--- src/hw/rtl/fingerprint_minutiae_record_checker_unit_defines.svh ---
// Assertion macros shared by the minutiae record checker RTL.
`ifndef FINGERPRINT_MINUTIAE_RECORD_CHECKER_UNIT_DEFINES_SVH
`define FINGERPRINT_MINUTIAE_RECORD_CHECKER_UNIT_DEFINES_SVH

// Same-cycle implication, clocked on clk, off during reset.
`define FMRC_ASSERT_NOW(lbl, ante, cons, msg) \
    lbl: assert property (@(posedge clk) disable iff (!rst_n) (ante) |-> (cons)) \
        else $error(msg);

// Next-cycle implication, clocked on clk, off during reset.
`define FMRC_ASSERT_NEXT(lbl, ante, cons, msg) \
    lbl: assert property (@(posedge clk) disable iff (!rst_n) (ante) |=> (cons)) \
        else $error(msg);

`endif

--- src/hw/rtl/fmrc_pkg.sv ---
// Types, limits and field codes for the minutiae record checker.
package fmrc_pkg;

    localparam int unsigned MAX_MINUTIAE     = 128;
    localparam int unsigned MAX_RECORD_BYTES = 1574;
    localparam int unsigned COUNT_W          = $clog2(MAX_RECORD_BYTES + 1);

    localparam int unsigned HEADER_BYTES = 26;
    localparam int unsigned TAG_BYTES    = 8;

    // Header byte positions (low 5 bits of the byte count)
    localparam logic [4:0] HDR_POS_LENGTH = 5'd9;
    localparam logic [4:0] HDR_POS_OWNER  = 5'd11;
    localparam logic [4:0] HDR_POS_TYPE   = 5'd13;
    localparam logic [4:0] HDR_POS_EQUIP  = 5'd15;
    localparam logic [4:0] HDR_POS_WIDTH  = 5'd17;
    localparam logic [4:0] HDR_POS_HEIGHT = 5'd19;
    localparam logic [4:0] HDR_POS_XRES   = 5'd21;
    localparam logic [4:0] HDR_POS_YRES   = 5'd23;
    localparam logic [4:0] HDR_POS_VIEWS  = 5'd24;
    localparam logic [4:0] HDR_POS_RSVD   = 5'd25;

    localparam logic [15:0] RESOLUTION       = 16'd197;
    localparam logic [3:0]  EQUIP_COMPLIANCE = 4'h8;
    localparam logic [7:0]  VIEWS_PER_RECORD = 8'd2;
    localparam logic [7:0]  POSITION_MAX     = 8'd10;
    localparam logic [7:0]  IMPR_LIVE_PLAIN  = 8'd0;
    localparam logic [7:0]  IMPR_NONLIVE     = 8'd2;
    localparam logic [7:0]  ANGLE_MAX        = 8'd179;
    localparam logic [7:0]  MIN_QUALITY_MAX  = 8'd100;
    localparam logic [1:0]  MIN_TYPE_RSVD    = 2'd3;

    // Field counter values
    localparam logic [2:0] FC_VIEW_POS    = 3'd0;
    localparam logic [2:0] FC_VIEW_IMPR   = 3'd1;
    localparam logic [2:0] FC_VIEW_QUAL   = 3'd2;
    localparam logic [2:0] FC_VIEW_COUNT  = 3'd3;
    localparam logic [2:0] FC_MIN_XHI     = 3'd0;
    localparam logic [2:0] FC_MIN_XLO     = 3'd1;
    localparam logic [2:0] FC_MIN_YHI     = 3'd2;
    localparam logic [2:0] FC_MIN_YLO     = 3'd3;
    localparam logic [2:0] FC_MIN_ANGLE   = 3'd4;
    localparam logic [2:0] FC_MIN_QUAL    = 3'd5;
    localparam logic [2:0] FC_EXT_HI      = 3'd0;

    typedef enum logic [3:0] {
        PH_HEADER  = 4'd0,
        PH_VIEW    = 4'd1,
        PH_MINUTIA = 4'd2,
        PH_EXT     = 4'd3,
        PH_DONE    = 4'd4
    } phase_t;

    typedef struct packed {
        logic [7:0] data_byte;
        logic       last;
    } item_t;

    typedef struct packed {
        logic        status;
        logic [15:0] owner_id;
        logic [15:0] type_id;
        logic [15:0] equip_id;
        logic [15:0] image_width;
        logic [15:0] image_height;
    } result_t;

    // "FMR\0" then " 20\0"
    function automatic logic [7:0] tag_byte(input logic [2:0] idx);
        logic [7:0] t;
        case (idx)
            3'd0:    t = 8'h46;
            3'd1:    t = 8'h4D;
            3'd2:    t = 8'h52;
            3'd3:    t = 8'h00;
            3'd4:    t = 8'h20;
            3'd5:    t = 8'h32;
            3'd6:    t = 8'h30;
            default: t = 8'h00;
        endcase
        return t;
    endfunction

    function automatic logic quality_ok(input logic [7:0] q);
        return (q == 8'd20) || (q == 8'd40) || (q == 8'd60) || (q == 8'd80) ||
               (q == 8'd100) || (q == 8'd254) || (q == 8'd255);
    endfunction

endpackage

--- src/hw/rtl/fingerprint_minutiae_record_checker_unit.sv ---
// Minutiae record checker: byte-stream rule checker with one verdict per record.
//
// Takes a fingerprint minutiae record one byte per word, with a last flag on
// the final byte, and checks the header tags, declared length, identifiers,
// image size, resolution, two finger views, every minutia and the two zero
// extension lengths as the bytes stream through. A failure is sticky until
// the end of the record. When the last byte has been processed one result
// word comes out: status (0 valid, 1 invalid) plus the owner, type, capture
// equipment, width and height words from the header (0 for any header field
// that never arrived). Records longer than MAX_RECORD_BYTES are flagged
// invalid and the byte count saturates. No result is produced for bytes
// other than the last; after the result the checker is back at the start of
// a record. Rate: one byte per clock while no last byte waits on the output.
// Each byte is registered in the input register and checked there against
// the record state; when the last byte is processed there, the result word
// is written to the output register. A last byte is held in the input
// register only while a previous result word is still waiting on the output.
`include "fingerprint_minutiae_record_checker_unit_defines.svh"

module fingerprint_minutiae_record_checker_unit (
    input  logic              clk,
    input  logic              rst_n,
    input  logic              item_valid,
    output logic              item_ready,
    input  fmrc_pkg::item_t   item,
    output logic              result_valid,
    input  logic              result_ready,
    output fmrc_pkg::result_t result
);

    localparam int unsigned CW = fmrc_pkg::COUNT_W;

    // input register
    logic              stage_valid_reg;
    fmrc_pkg::item_t   stage_item_reg;

    // record state
    logic [CW-1:0]     count_reg,         count_next;
    logic              overflow_reg,      overflow_next;
    fmrc_pkg::phase_t  phase_reg,         phase_next;
    logic [2:0]        fc_reg,            fc_next;
    logic [7:0]        prev_byte_reg;
    logic [15:0]       declared_len_reg,  declared_len_next;
    logic [15:0]       owner_reg,         owner_next;
    logic [15:0]       type_reg,          type_next;
    logic [15:0]       equip_reg,         equip_next;
    logic [15:0]       width_reg,         width_next;
    logic [15:0]       height_reg,        height_next;
    logic [3:0]        first_pos_reg,     first_pos_next;
    logic              view_idx_reg,      view_idx_next;
    logic [7:0]        min_left_reg,      min_left_next;
    logic              error_reg,         error_next;

    // output register
    logic              result_valid_reg;
    fmrc_pkg::result_t result_reg;

    logic              out_free;
    logic              proc_go;
    logic [7:0]        b;
    logic [15:0]       w;
    logic [CW-1:0]     pos;
    logic [7:0]        min_dec;
    logic              status_now;

    // ---- handshake --------------------------------------------------------
    // Only a last byte needs room in the output register.
    assign out_free   = !result_valid_reg || result_ready;
    assign proc_go    = stage_valid_reg && (!stage_item_reg.last || out_free);
    assign item_ready = !stage_valid_reg || proc_go;

    assign b       = stage_item_reg.data_byte;
    assign w       = {prev_byte_reg, b};
    assign pos     = count_reg;
    assign min_dec = min_left_reg - 8'd1;

    // ---- byte count, saturating at the record limit -----------------------
    always_comb
    begin
        count_next    = count_reg;
        overflow_next = overflow_reg;
        if (pos >= CW'(fmrc_pkg::MAX_RECORD_BYTES))
        begin
            overflow_next = 1'b1;
        end
        else
        begin
            count_next = pos + CW'(1);
        end
    end

    // ---- phase sequencer: next state --------------------------------------
    always_comb
    begin
        phase_next    = phase_reg;
        fc_next       = fc_reg;
        min_left_next = min_left_reg;
        view_idx_next = view_idx_reg;
        unique case (phase_reg)
            fmrc_pkg::PH_HEADER:
            begin
                if (pos == CW'(fmrc_pkg::HDR_POS_RSVD))
                begin
                    phase_next = fmrc_pkg::PH_VIEW;
                    fc_next    = 3'd0;
                end
            end
            fmrc_pkg::PH_VIEW:
            begin
                if (fc_reg >= fmrc_pkg::FC_VIEW_COUNT)
                begin
                    min_left_next = b;
                    phase_next    = (b != 8'd0) ? fmrc_pkg::PH_MINUTIA : fmrc_pkg::PH_EXT;
                    fc_next       = 3'd0;
                end
                else
                begin
                    fc_next = fc_reg + 3'd1;
                end
            end
            fmrc_pkg::PH_MINUTIA:
            begin
                if (fc_reg >= fmrc_pkg::FC_MIN_QUAL)
                begin
                    min_left_next = min_dec;
                    if (min_dec == 8'd0)
                    begin
                        phase_next = fmrc_pkg::PH_EXT;
                    end
                    fc_next = 3'd0;
                end
                else
                begin
                    fc_next = fc_reg + 3'd1;
                end
            end
            fmrc_pkg::PH_EXT:
            begin
                if (fc_reg == fmrc_pkg::FC_EXT_HI)
                begin
                    fc_next = 3'd1;
                end
                else
                begin
                    fc_next = 3'd0;
                    if (!view_idx_reg)
                    begin
                        view_idx_next = 1'b1;
                        phase_next    = fmrc_pkg::PH_VIEW;
                    end
                    else
                    begin
                        phase_next = fmrc_pkg::PH_DONE;
                    end
                end
            end
            default:
            begin
            end
        endcase
    end

    // ---- phase sequencer: field checks and captures -----------------------
    always_comb
    begin
        error_next        = error_reg;
        declared_len_next = declared_len_reg;
        owner_next        = owner_reg;
        type_next         = type_reg;
        equip_next        = equip_reg;
        width_next        = width_reg;
        height_next       = height_reg;
        first_pos_next    = first_pos_reg;
        unique case (phase_reg)
            fmrc_pkg::PH_HEADER:
            begin
                if (pos >= CW'(fmrc_pkg::HEADER_BYTES))
                begin
                    error_next = 1'b1;
                end
                else if (pos < CW'(fmrc_pkg::TAG_BYTES))
                begin
                    if (b != fmrc_pkg::tag_byte(pos[2:0]))
                    begin
                        error_next = 1'b1;
                    end
                end
                else
                begin
                    unique case (pos[4:0])
                        fmrc_pkg::HDR_POS_LENGTH: declared_len_next = w;
                        fmrc_pkg::HDR_POS_OWNER:
                        begin
                            owner_next = w;
                            if (w == 16'd0) error_next = 1'b1;
                        end
                        fmrc_pkg::HDR_POS_TYPE:
                        begin
                            type_next = w;
                            if (w == 16'd0) error_next = 1'b1;
                        end
                        fmrc_pkg::HDR_POS_EQUIP:
                        begin
                            equip_next = w;
                            if (w[15:12] != fmrc_pkg::EQUIP_COMPLIANCE || w[11:0] == 12'd0)
                            begin
                                error_next = 1'b1;
                            end
                        end
                        fmrc_pkg::HDR_POS_WIDTH:
                        begin
                            width_next = w;
                            if (w == 16'd0) error_next = 1'b1;
                        end
                        fmrc_pkg::HDR_POS_HEIGHT:
                        begin
                            height_next = w;
                            if (w == 16'd0) error_next = 1'b1;
                        end
                        fmrc_pkg::HDR_POS_XRES, fmrc_pkg::HDR_POS_YRES:
                        begin
                            if (w != fmrc_pkg::RESOLUTION) error_next = 1'b1;
                        end
                        fmrc_pkg::HDR_POS_VIEWS:
                        begin
                            if (b != fmrc_pkg::VIEWS_PER_RECORD) error_next = 1'b1;
                        end
                        fmrc_pkg::HDR_POS_RSVD:
                        begin
                            if (b != 8'd0) error_next = 1'b1;
                        end
                        default:
                        begin
                        end
                    endcase
                end
            end
            fmrc_pkg::PH_VIEW:
            begin
                case (fc_reg)
                    fmrc_pkg::FC_VIEW_POS:
                    begin
                        if (b > fmrc_pkg::POSITION_MAX ||
                            (view_idx_reg && b == {4'd0, first_pos_reg}))
                        begin
                            error_next = 1'b1;
                        end
                        if (!view_idx_reg)
                        begin
                            first_pos_next = b[3:0];
                        end
                    end
                    fmrc_pkg::FC_VIEW_IMPR:
                    begin
                        if (b != fmrc_pkg::IMPR_LIVE_PLAIN && b != fmrc_pkg::IMPR_NONLIVE)
                        begin
                            error_next = 1'b1;
                        end
                    end
                    fmrc_pkg::FC_VIEW_QUAL:
                    begin
                        if (!fmrc_pkg::quality_ok(b)) error_next = 1'b1;
                    end
                    default:
                    begin
                        if (b > 8'(fmrc_pkg::MAX_MINUTIAE)) error_next = 1'b1;
                    end
                endcase
            end
            fmrc_pkg::PH_MINUTIA:
            begin
                case (fc_reg)
                    fmrc_pkg::FC_MIN_XHI:
                    begin
                        if (b[7:6] == fmrc_pkg::MIN_TYPE_RSVD) error_next = 1'b1;
                    end
                    fmrc_pkg::FC_MIN_XLO:
                    begin
                        if ({2'b00, w[13:0]} >= width_reg) error_next = 1'b1;
                    end
                    fmrc_pkg::FC_MIN_YHI:
                    begin
                        if (b[7:6] != 2'b00) error_next = 1'b1;
                    end
                    fmrc_pkg::FC_MIN_YLO:
                    begin
                        if ({2'b00, w[13:0]} >= height_reg) error_next = 1'b1;
                    end
                    fmrc_pkg::FC_MIN_ANGLE:
                    begin
                        if (b > fmrc_pkg::ANGLE_MAX) error_next = 1'b1;
                    end
                    default:
                    begin
                        if (b > fmrc_pkg::MIN_QUALITY_MAX) error_next = 1'b1;
                    end
                endcase
            end
            fmrc_pkg::PH_EXT:
            begin
                if (b != 8'd0) error_next = 1'b1;
            end
            default:
            begin
                // trailing bytes after the second extension length
                error_next = 1'b1;
            end
        endcase
    end

    assign status_now = error_next || overflow_next ||
                        (phase_next != fmrc_pkg::PH_DONE) ||
                        (declared_len_next != 16'(count_next));

    // ---- input register ---------------------------------------------------
    always_ff @(posedge clk or negedge rst_n)
    begin
        if (!rst_n)
        begin
            stage_valid_reg <= 1'b0;
        end
        else if (item_ready)
        begin
            stage_valid_reg <= item_valid;
        end
    end

    always_ff @(posedge clk)
    begin
        if (item_valid && item_ready)
        begin
            stage_item_reg <= item;
        end
    end

    // ---- record state: cleared at reset and after every last byte ---------
    always_ff @(posedge clk or negedge rst_n)
    begin
        if (!rst_n)
        begin
            count_reg        <= '0;
            overflow_reg     <= 1'b0;
            phase_reg        <= fmrc_pkg::PH_HEADER;
            fc_reg           <= 3'd0;
            prev_byte_reg    <= 8'd0;
            declared_len_reg <= 16'd0;
            owner_reg        <= 16'd0;
            type_reg         <= 16'd0;
            equip_reg        <= 16'd0;
            width_reg        <= 16'd0;
            height_reg       <= 16'd0;
            first_pos_reg    <= 4'd0;
            view_idx_reg     <= 1'b0;
            min_left_reg     <= 8'd0;
            error_reg        <= 1'b0;
        end
        else if (proc_go)
        begin
            if (stage_item_reg.last)
            begin
                count_reg        <= '0;
                overflow_reg     <= 1'b0;
                phase_reg        <= fmrc_pkg::PH_HEADER;
                fc_reg           <= 3'd0;
                prev_byte_reg    <= 8'd0;
                declared_len_reg <= 16'd0;
                owner_reg        <= 16'd0;
                type_reg         <= 16'd0;
                equip_reg        <= 16'd0;
                width_reg        <= 16'd0;
                height_reg       <= 16'd0;
                first_pos_reg    <= 4'd0;
                view_idx_reg     <= 1'b0;
                min_left_reg     <= 8'd0;
                error_reg        <= 1'b0;
            end
            else
            begin
                count_reg        <= count_next;
                overflow_reg     <= overflow_next;
                phase_reg        <= phase_next;
                fc_reg           <= fc_next;
                prev_byte_reg    <= b;
                declared_len_reg <= declared_len_next;
                owner_reg        <= owner_next;
                type_reg         <= type_next;
                equip_reg        <= equip_next;
                width_reg        <= width_next;
                height_reg       <= height_next;
                first_pos_reg    <= first_pos_next;
                view_idx_reg     <= view_idx_next;
                min_left_reg     <= min_left_next;
                error_reg        <= error_next;
            end
        end
    end

    // ---- output register --------------------------------------------------
    always_ff @(posedge clk or negedge rst_n)
    begin
        if (!rst_n)
        begin
            result_valid_reg <= 1'b0;
        end
        else if (proc_go && stage_item_reg.last)
        begin
            result_valid_reg <= 1'b1;
        end
        else if (result_ready)
        begin
            result_valid_reg <= 1'b0;
        end
    end

    always_ff @(posedge clk)
    begin
        if (proc_go && stage_item_reg.last)
        begin
            result_reg.status       <= status_now;
            result_reg.owner_id     <= owner_next;
            result_reg.type_id      <= type_next;
            result_reg.equip_id     <= equip_next;
            result_reg.image_width  <= width_next;
            result_reg.image_height <= height_next;
        end
    end

    assign result_valid = result_valid_reg;
    assign result       = result_reg;

    // ---- assertions -------------------------------------------------------
    `FMRC_ASSERT_NOW(a_count_bounded, 1'b1,
        count_reg <= CW'(fmrc_pkg::MAX_RECORD_BYTES), "byte count beyond record limit")
    `FMRC_ASSERT_NOW(a_overflow_saturated, overflow_reg,
        count_reg == CW'(fmrc_pkg::MAX_RECORD_BYTES), "overflow without saturated count")
    `FMRC_ASSERT_NOW(a_minutia_pending, phase_reg == fmrc_pkg::PH_MINUTIA,
        min_left_reg != 8'd0, "minutia phase with no minutiae left")
    `FMRC_ASSERT_NEXT(a_last_gives_result, proc_go && stage_item_reg.last,
        result_valid_reg, "last byte processed without a result")
    `FMRC_ASSERT_NEXT(a_last_restarts, proc_go && stage_item_reg.last,
        phase_reg == fmrc_pkg::PH_HEADER && count_reg == '0 && !error_reg,
        "record state not cleared after last byte")

endmodule
--- config.mk ---
export PLATFORM = sky130hd
export DESIGN_NAME = fingerprint_minutiae_record_checker_unit
export DESIGN_NICKNAME = d
export VERILOG_FILES = /design/src/hw/rtl/fmrc_pkg.sv /design/src/hw/rtl/fingerprint_minutiae_record_checker_unit.sv
export VERILOG_INCLUDE_DIRS = /design/src /design/src/hw/rtl
export SDC_FILE = /design/constraint.sdc
export NUM_CORES = 1
export LEC_CHECK = 0
export BUFFER_PORTS_ARGS = -buffer_cell sky130_fd_sc_hd__buf_2
export CORE_UTILIZATION = 50
export DETAILED_ROUTE_END_ITERATION = 16
export PLACE_DENSITY = 0.71
export SLEW_MARGIN = 20
export SYNTH_ARGS = -nofsm -noshare
export SYNTH_HDL_FRONTEND = slang
export SYNTH_SLANG_ARGS = --single-unit
export TNS_END_PERCENT = 1
--- constraint.sdc ---
create_clock -name clk -period 3.45 [get_ports clk]
set_input_delay 0.69 -clock clk [delete_from_list [all_inputs] [get_ports clk]]
set_output_delay 0.69 -clock clk [all_outputs]
set_load 0.03 [all_outputs]
======== Word-level counts from Yosys, hierarchy flattened ========
Index checks and enable logic that the tools add are counted.
word-level totals
  input bits .............................. 13
  output and inout port bits .............. 83
  register bits ........................... 229
  logic and storage cells ................. 214
operators by class
  add/sub/neg operators ................... 3
  reduce and logical (&&, ||, !) cells .... 42
  order comparisons ....................... 11
  eq/ne operators ......................... 43
  mux-type cells .......................... 90
operators by type and width
  cell                                                               count
  16-bit 2-to-1 mux                                                  30
  8-bit 2-to-1 mux                                                   7
  7-bit case mux with 6 select lines                                 1
  4-bit 2-to-1 mux                                                   10
  14-bit by 16-bit greater-or-equal comparator with 1-bit output     2
  5-bit == test (second input constant)                              6
  1-bit 2-to-1 mux                                                   28
  11-bit 2-to-1 mux                                                  2
  5-bit by 4-bit == test with 1-bit output (second input constant)   4
  8-bit by 6-bit == test with 1-bit output (second input constant)   2
  8-bit by 7-bit == test with 1-bit output (second input constant)   2
  8-bit == test (second input constant)                              2
  8-bit greater-than comparator (second input constant)              2
  16-bit logical NOT                                                 1
  16-bit by 11-bit != test with 1-bit output                         1
  16-bit by 8-bit != test with 1-bit output (second input constant)  1
  4-bit case mux with 4 select lines                                 1
  8-bit case mux with 2 select lines                                 1
  3-bit 2-to-1 mux                                                   5
  1-bit logical OR                                                   14
  3-bit == test (second input constant)                              4
  12-bit logical NOT                                                 1
  3-bit case mux with 4 select lines                                 1
  11-bit by 1-bit adder with 11-bit output (second input constant)   1
  39 further kinds                                                   60

======== Logic depth before layout (Yosys ltp) ========
Gate-level depths: netlist (run 1).
  word-level depth ........................ 13
  mapped depth ............................ 12
  gate-level depth less buffers ........... 10

======== Least setup slack after synthesis (run 1) ========
Ideal clock, no wire load.
  path kind ............................... input to register
  start ................................... in result_ready
  end ..................................... reg result_reg, in the netlist result[0], enable pin
  arrival ................................. 2.868 ns
  path slack .............................. 0.145 ns
  path buffers ............................ 1
  required time ........................... 3.012 ns
  library setup time ...................... 0.438 ns
  stages on the path ...................... 5
  cells stage by stage .................... nand3b_1 and2_1 clkbuf_1 nand2_1 inv_1
between the ends
  word-level cells in the longest chain between the ends .. 4
RTL lines
  item               line                                             RTL
  start, declared    fingerprint_minutiae_record_checker_unit.sv:27   input logic result_ready,
  1-bit logical OR   fingerprint_minutiae_record_checker_unit.sv:68   assign out_free = !result_valid_reg || result_ready;
  1-bit logical OR   fingerprint_minutiae_record_checker_unit.sv:69   assign proc_go = stage_valid_reg && (!stage_item_reg.last || out_free);
  1-bit logical AND  fingerprint_minutiae_record_checker_unit.sv:69
  1-bit logical AND  fingerprint_minutiae_record_checker_unit.sv:417  if (proc_go && stage_item_reg.last)
  end, declared      fingerprint_minutiae_record_checker_unit.sv:56   fmrc_pkg::result_t result_reg;
No other way between the ends.
A chain may end at the register's enable or synchronous reset.

======== Worst setup path in the final report (run 1) ========
  start ................................... reg phase_reg[0]
  end ..................................... reg owner_reg[0]
between the ends
  word-level cells in the longest chain between the ends .. 3
RTL lines
  item                     line                                             RTL
  start, declared          fingerprint_minutiae_record_checker_unit.sv:40   fmrc_pkg::phase_t phase_reg, phase_next;
  start signal, assigned   fingerprint_minutiae_record_checker_unit.sv:343  phase_reg <= fmrc_pkg::PH_HEADER;
  start signal, assigned   fingerprint_minutiae_record_checker_unit.sv:363  phase_reg <= fmrc_pkg::PH_HEADER;
  start signal, assigned   fingerprint_minutiae_record_checker_unit.sv:381  phase_reg <= phase_next;
  4-bit logical NOT        fingerprint_minutiae_record_checker_unit.sv:174  unique case (phase_reg)
  16-bit 2-to-1 mux        fingerprint_minutiae_record_checker_unit.sv:174
  named net owner_next[0]  fingerprint_minutiae_record_checker_unit.sv:44   logic [15:0] owner_reg, owner_next;
  16-bit 2-to-1 mux        fingerprint_minutiae_record_checker_unit.sv:359  if (stage_item_reg.last)
  end signal, assigned     fingerprint_minutiae_record_checker_unit.sv:385  owner_reg <= owner_next;
  end, declared            fingerprint_minutiae_record_checker_unit.sv:44
The timed path passes the listed nets, and every way through them passes these cells.

==> run metrics, run 1 <==
grt peak-use layer=met2; register share of total power=47.9%; share of power burned in the clock network=40.1%; Synth async-reset ratio=60.7%; ANT cells=0; vias=8515; Ys Warns=0; fmax=335 MHz; drt pass-1 iters=6; cell area power density=483 mW/mm2; layout cells sized above 1=21.2%; worst setup path start=phase_reg[0]; Syn-to-layout area delta=13.3%; M2 GR Usage=39.5%; met3 usage=3.22%; post-synthesis sequential area ratio=53.2%; critical setup path kind=flip-flop to flip-flop; vias per inst=5.93; initial core utilization=51.1%; # resized after CTS=0; Filler cells=1912; Cell Rows=55; Total GRT Usage=24.4%; Die W=154 um; Post-CTS Setup Bufs=0; FF-to-FF Start=phase_reg[0]; Inst Count DP=1393; Die Span Y=154 um; worst slew pin tran=0.807 ns; pins over their slew limit=0; max reg flops=81; worst path required time=3.88 ns; RSZ-0062 raised after global routing=false; FF+latch count, synth=229; endpoints failing setup=0; FF-to-FF setup slack=0.46 ns; mean post-synth cell area=11.0 um2; CP Launch Type=flip-flop; Internal=0.00465 W; Sink Count=229; Root Driver=clkbuf_16; CTS tree=built; Reg clk slew, reported paths=0.06 ns; first-pass GRT wire length=45400 um; Hold Path Class=input pin to async pin; Num CTS Buffers=24; mean routed wirelength per cell=19.9 um; number of port buffers=95; syn_nets=1113; HPWL Detailed=18200 um; Reg-to-Reg End=owner_reg[0]; routability-driven placement congestion ratio=0.916; Post-route DRC=0; Synth cell types=76; P_leak=5.64 nW; Seq. cell area=0.00618 mm2; Combinational Power Share=12.0%; Worst Setup EP=owner_reg[0]; initial antenna violation count=0; vias in the first global route=8313; total grt overflow=0; final WL=28600 um; # IOs=96; largest net degree at the start of global routing=86; CP Capture Type=flip-flop; outcome=complete, no violations; most frequent cells in the layout=dfrtp_1, nand2_1, buf_2; Placeable Area=0.0227 mm2; fin cells=1436; crit-path max FO=16; H-tree levels=1; minimum clock period=2.99 ns; sw power=0.00171 W; maxcap violations=0; switching share of power=26.8%; crit path DAT=3.42 ns; Die ar.=0.0238 mm2; relative slew slack=46.0%; Routed Antenna Nets=0; most common cell after layout, fill and taps aside=dfrtp_1; clk buf depth=3; reg2reg path depth=6; final hold violations=0; fin nets=1187; Worst Clk Skew=0.0201 ns; Top FF cell, synth=dfrtp_1; final period utilization=86.6%; initial DRC count=676; EDFF count, synth=90; hold_buf cts=0; peak supply drop=0.272 mV; setup tns final=0 ns; later-pin clock latency in the skew report=0.54 ns; area of the multi-input gates=0.00491 mm2; Syn Inst Count=1060; Netlist Area Pre-Place=0.0116 mm2; M1 GR Usage=33.6%
## final cells by class
cell class                 count  area share, %
sequential                   229           47.0
multi-input combinational    703           37.3
timing repair buffer         130           5.85
clock buffer                  32           4.94
tap                          285           2.71
inverter                      46           1.32
clock inverter                11          0.903
## through the flow
step	cell area [um2]	hold slack, ns	utilization (%)	setup slack, ns	total power, W
after floorplan	11600	0.394	-	0.145	0.00357
after global placement	12400	0.483	54.6	0.515	0.00384
after detailed placement	12400	0.488	54.6	0.470	0.00385
after CTS	13200	0.0846	58.0	0.458	0.00639
after global routing	13200	0.102	58.0	0.171	0.00658
final	13200	0.0654	58.0	0.462	0.00636
## per-layer routing
| metal | wire length (um) | vias up | share of wire [%] |
|---|---|---|---|
| met4 | 870 | 0 | 3.0 |
| met1 | 12700 | 4167 | 44 |
| li1 | - | 4022 | - |
| met2 | 13400 | 265 | 47 |
| met3 | 1690 | 61 | 5.9 |
| met5 | 0 | - | 0 |
## how the worst min path moves through the flow
stage / endpoint / slack, ns / cells after the start
global placement: equip_reg[8] / 0.48 / 1
global route: owner_reg[12] / 0.10 / 1
finish: owner_reg[8] / 0.07 / 1
detailed placement: equip_reg[15] / 0.49 / 1
floorplan: count_reg[0] / 0.39 / 0
CTS: owner_reg[8] / 0.08 / 1
## worst max-delay path, stage by stage (launching register included)
cell     delay [ns]
dfrtp_1        0.54
or4_4          0.62
or3_1          0.58
nor3_4         0.19
buf_4          0.32
mux2_2         0.42
a22o_1         0.21
## power groups by stage
stage | Sequential [W] | Combinational [W] | Clock (W)
floorplan | 0.00313 | 0.000448 | 0
global placement | 0.00309 | 0.000752 | 0
detailed placement | 0.00309 | 0.000760 | 0
CTS | 0.00304 | 0.000763 | 0.00258
global route | 0.00306 | 0.000831 | 0.00270
finish | 0.00304 | 0.000763 | 0.00255
## cells by family after synthesis
kind of cell | after synthesis | share of synthesized area (%)
flops | 229 | 53.2
simple gates | 281 | 11.9
xor+xnor | 26 | 1.96
mux | 67 | 6.70
compound gates | 289 | 17.2
fa+ha+maj | 40 | 4.31
buf+inv | 128 | 4.68
## cell usage after synthesis, types with 27 or more instances
cell / count / area, um2
clkbuf_1: 61 / 229
mux2_2: 40 / 450
edfxtp_1: 90 / 2700
o21ai_0: 81 / 405
nand2_1: 115 / 432
ha_1: 40 / 500
dfrtp_1: 139 / 3480
nor3_1: 27 / 135
nor2_1: 52 / 195
a21oi_1: 36 / 180
inv_1: 46 / 173
a22o_1: 70 / 613
Note: power is estimated with default switching activity, not from simulation.
==> run 2, diff against run 1 <==
--- a/config.mk
+++ b/config.mk
@@ -8,8 +8,11 @@
 export LEC_CHECK = 0
 export BUFFER_PORTS_ARGS = -buffer_cell sky130_fd_sc_hd__buf_2
 export CORE_UTILIZATION = 50
+export CTS_CLUSTER_DIAMETER = 40
 export DETAILED_ROUTE_END_ITERATION = 16
+export HOLD_SLACK_MARGIN = 0.1
 export PLACE_DENSITY = 0.71
+export REMOVE_ABC_BUFFERS = 1
 export SLEW_MARGIN = 20
 export SYNTH_ARGS = -nofsm -noshare
 export SYNTH_HDL_FRONTEND = slang
==> run metrics, run 2 (synthesis results as in run 1) <==
initial core utilization=51.1%; peak supply drop=0.494 mV; Syn-to-layout area delta=17.3%; Total GRT Usage=25.1%; worst path required time=3.69 ns; worst slew pin tran=0.739 ns; vias=8723; Die ar.=0.0238 mm2; Num CTS Buffers=35; area of the multi-input gates=0.00491 mm2; most frequent cells in the layout=dfrtp_1, nand2_1, buf_2; final hold violations=0; max reg flops=81; Hold Path Class=input pin to async pin; endpoints failing setup=0; drt pass-1 iters=5; Post-CTS Setup Bufs=0; maxcap violations=0; crit-path max FO=20; total chip power=0.00737 W; total grt overflow=0; vias per inst=5.97; uppermost layer routed=met4; Root Driver=clkbuf_16; Worst Clk Skew=0.0231 ns; Die W=154 um; CTS tree=built; # IOs=96; crit path DAT=3.34 ns; CP Launch Type=flip-flop; Post-route DRC=0; RSZ-0062 raised after global routing=false; Seq. cell area=0.00618 mm2; Cell Rows=55; CP Capture Type=flip-flop; routability-driven placement congestion ratio=0.972; H-tree levels=2; Reg clk slew, reported paths=0.06 ns; mean routed wirelength per cell=19.9 um; final period utilization=89.9%; most common cell after layout, fill and taps aside=dfrtp_1; minimum clock period=3.10 ns; layout cells sized above 1=23.0%; Routed Antenna Nets=0; largest net degree at the start of global routing=75; ANT cells=0; later-pin clock latency in the skew report=0.51 ns; initial DRC count=833; Core Util, Final=60.0%; Sink Count=229; WHS=0.212 ns; fmax=323 MHz; final WL=29000 um; wire length on met3=1980 um; vias in the first global route=8447; clk buf depth=3; critical setup path kind=flip-flop to flip-flop; cell area power density=541 mW/mm2; Die Span Y=154 um; Placeable Area=0.0227 mm2; HPWL Detailed=18600 um; P_leak=5.87 nW; slowest CP cell=dfrtp_1; first-pass GRT wire length=46600 um; number of port buffers=95; reg2reg path depth=11; hold_buf cts=0; met2 WL=13300 um; # resized after CTS=0; relative slew slack=50.7%; Filler cells=1831; WL met1=13000 um; outcome=complete, no violations; initial antenna violation count=0; pins over their slew limit=0; critical-path cell list=inv_1 > ha_1 > nor4bb_1 > nand4b_1 > buf_4 > mux2i_1 > xnor2_1 > nor3_1 > a31oi_1 > nor3_1 > nand4b_1; slowest stage delay, CP=0.49 ns; fin nets=1202
run 2: cell types whose count changed in the layout (fill, tap and decap cells not counted):
cell and change:
clkbuf_16 +13, inv_6 +6, buf_4 +4, clkinv_1 -3
inv_8 +3, bufinv_16 +1, clkbuf_1 +1, clkinv_8 -1
clkinvlp_4 +1
run 2: final timing paths:
path / startpoint / endpoint / slack (ns)
max: count_reg[1] / result[80] / 0.35
min: rst_n / type_reg[2] / 0.21
max reg2reg: count_reg[1] / result[80] / 0.35
min reg2reg: overflow_reg / overflow_reg / 0.50
max in group asynchronous: rst_n / height_reg[10] / 2.45
min in group clk: item[0] / stage_item_reg[0] / 0.36
run 2: power breakdown:
part | switching (W) | total, W | internal, W
clock network | 0.00129 | 0.00355 | 0.00227
logic | 0.000529 | 0.000777 | 0.000248
registers | 0.000107 | 0.00304 | 0.00293
run 2: worst max-delay path, delay by kind of cell, from the launching register on:
| kind | cells | cell delay (ns) |
|---|---|---|
| simple gates | 5 | 1.05 |
| flops | 1 | 0.49 |
| buf+inv | 2 | 0.43 |
| fa+ha+maj | 1 | 0.42 |
| mux | 1 | 0.27 |
| xor+xnor | 1 | 0.09 |
| compound gates | 1 | 0.08 |
run 2: layer usage:
layer | GRT usage [%] | up-vias
met2 | 39.1 | 337
met4 | 7.97 | 0
met5 | 0 | -
li1 | - | 4066
met1 | 35.9 | 4256
met3 | 4.46 | 64
run 2: final cells by class:
class                   instances  area share (%)
clock inverters                18            1.58
repair buffers                134            5.87
clock buffers                  46            7.20
flip-flops and latches        229            45.4
multi-input cells             703            36.1
well taps                     285            2.62
inverters                      46            1.28
run 2: stage by stage:
step,std cells,setup TNS [ns],area [um2],setup WS [ns]
after floorplan,978,-209.94,11200,-2.66
after global placement,1397,0,12400,0.434
after detailed placement,1397,0,12400,0.381
after CTS,1461,0,13600,0.391
after global routing,1461,0,13600,0.112
final,1461,0,13600,0.350
==> run 3, diff against run 2 <==
--- a/config.mk
+++ b/config.mk
@@ -6,12 +6,13 @@
 export SDC_FILE = /design/constraint.sdc
 export NUM_CORES = 1
 export LEC_CHECK = 0
+export ABC_AREA = 1
 export BUFFER_PORTS_ARGS = -buffer_cell sky130_fd_sc_hd__buf_2
-export CORE_UTILIZATION = 50
+export CORE_ASPECT_RATIO = 0.5
+export CORE_UTILIZATION = 32
 export CTS_CLUSTER_DIAMETER = 40
 export DETAILED_ROUTE_END_ITERATION = 16
 export HOLD_SLACK_MARGIN = 0.1
-export PLACE_DENSITY = 0.71
 export REMOVE_ABC_BUFFERS = 1
 export SLEW_MARGIN = 20
 export SYNTH_ARGS = -nofsm -noshare
==> run metrics, run 3 <==
outcome=complete, but fails checks; violated checks=DRC; Setup WS pre-CTS=0.568 ns; endpoints failing setup=0; H-tree levels=1; Ys Warns=0; fmax=345 MHz; crit-path max FO=24; CP Capture Type=flip-flop; most common cell after layout, fill and taps aside=nand2_1; max reg flops=81; # resized after CTS=0; Yosys top cell area share=29.3%; later-pin clock latency in the skew report=0.57 ns; maxcap violations=0; pins over their slew limit=0; Die Span Y=138 um; grt peak-use layer=met2; Root Driver=clkbuf_16; Routed Antenna Nets=0; count leader, synth=nand2_1; largest net degree at the start of global routing=92; critical-path cell list=inv_1 > ha_1 > inv_2 > nor2_4 > nand2_2 > nor3_4 > nand2_4 > nand2_1 > nand2_1 > nor2_1 > nand3_1 > nor2_1 > nand3_1 > nor2_1 > nand4_1; hold_buf cts=0; worst slew pin tran=1.11 ns; Post-route DRC=2; cell mode on critical path=nor2_1; fin cells=2024; Synth cell types=47; most frequent cells in the layout=nand2_1, inv_1, dfrtp_1; crit path DAT=3.19 ns; slack of the critical path=0.550 ns; Worst Clk Skew=0.0160 ns; Die ar.=0.0379 mm2; worst path required time=3.74 ns; HPWL Detailed=20600 um; vias in the first global route=9070; ANT cells=0; number of port buffers=95; fin nets=1568; Core Util, Final=38.6%; M2 GR Usage=25.6%; Num CTS Buffers=31; Placeable Area=0.0362 mm2; Inst Count DP=1966; cell area power density=509 mW/mm2; peak supply drop=0.385 mV; drt pass-1 iters=11; slowest CP cell=dfrtp_1; mean routed wirelength per cell=15.3 um; total grt overflow=0; first-pass GRT wire length=50100 um; Die W=274 um; Syn Inst Count=1422; slowest stage delay, CP=0.46 ns; RSZ-0062 raised after global routing=false; vias per inst=4.83; clk buf depth=3; Synth async-reset ratio=60.7%; routability-driven placement congestion ratio=0.912; initial DRC count=750; met3 usage=2.22%; Synth area leaders=dfrtp_1, edfxtp_1, nand2_1; # IOs=96; P_leak=7.40 nW; top post-synthesis cells by count=nand2_1, inv_1, dfrtp_1; initial core utilization=32.8%; setup tns final=0 ns; Syn-to-layout area delta=17.8%; final hold violations=0; CP bufs+invs=2; EDFF count, synth=90; largest area contributor in the netlist=dfrtp_1; final WL=31100 um; Sink Count=229; critical setup path kind=flip-flop to flip-flop; M1 GR Usage=24.1%; CP Launch Type=flip-flop; Cell Rows=49; Reg clk slew, reported paths=0.06 ns; Total GRT Usage=16.4%; FF+latch count, synth=229; relative slew slack=26.3%; CTS tree=built; CP top delay family=simple AND/OR/NAND/NOR gates; layout cells sized above 1=12.8%; vias=9766; initial antenna violation count=0; Top FF cell, synth=dfrtp_1; minimum clock period=2.90 ns; Post-CTS Setup Bufs=0; Hold Path Class=input pin to async pin; Netlist Area Pre-Place=0.0119 mm2; mean post-synth cell area=8.35 um2; post-synthesis sequential area ratio=52.0%; final period utilization=84.1%
[run 3: metal layers]
metal / part of all wire [%] / vias up
li1: - / 4879
met1: 48 / 4603
met2: 45 / 240
met3: 5.1 / 44
met4: 1.7 / 0
met5: 0 / -
[run 3: through the flow]
step	instance area, um2	total power (W)	hold slack (ns)
final	14000	0.00713	0.141
after global placement	12900	0.00389	0.459
after floorplan	11600	0.00357	0.394
after CTS	14000	0.00720	0.167
after global routing	14000	0.00743	0.196
after detailed placement	12900	0.00389	0.467
[run 3: worst paths after layout]
| path | from | end | slack (ns) | cells after the start |
|---|---|---|---|---|
| min | rst_n | result_valid | 0.14 | 1 |
| max | count_reg[1] | result[80] | 0.55 | 15 |
| max in group asynchronous | rst_n | owner_reg[10] | 2.50 | 2 |
| max reg2reg | count_reg[1] | result[80] | 0.55 | 15 |
| min in group clk | item[7] | b[6] | 0.31 | 1 |
| min reg2reg | overflow_reg | overflow_reg | 0.48 | 2 |
[run 3: logic make-up after synthesis]
kind of cell	after synthesis	share of synthesized area, %
adder cells (fa/ha/maj)	40	4.21
buffers and inverters	329	10.8
AND/OR/NAND/NOR	533	18.8
XOR/XNOR	8	0.590
AO/OA/AOI/OAI	283	13.6
flip-flops	229	52.0
[run 3: cell type report]
type,instances,area [um2]
fillers,3636,22200
inverters,270,1020
clock buffers,34,808
repair buffers,119,687
flip-flops and latches,229,6180
clock inverters,24,273
well taps,484,606
multi-input cells,864,4420
[run 3: power breakdown]
part           switching, W  total, W  leakage (nW)  internal [W]
sequential         0.000119   0.00304          2.79       0.00292
clock               0.00132   0.00329         0.518       0.00197
combinational      0.000567  0.000797          4.10      0.000230
total               0.00201   0.00713          7.40       0.00512
[run 3: worst reg2reg max path, cell delays in order, from the launching register on]
cell	delay (ns)
dfrtp_1	0.46
inv_1	0.15
ha_1	0.30
inv_2	0.07
nor2_4	0.12
nand2_2	0.09
nor3_4	0.45
nand2_4	0.28
nand2_1	0.13
nand2_1	0.07
nor2_1	0.10
nand3_1	0.08
nor2_1	0.10
nand3_1	0.08
nor2_1	0.08
nand4_1	0.07
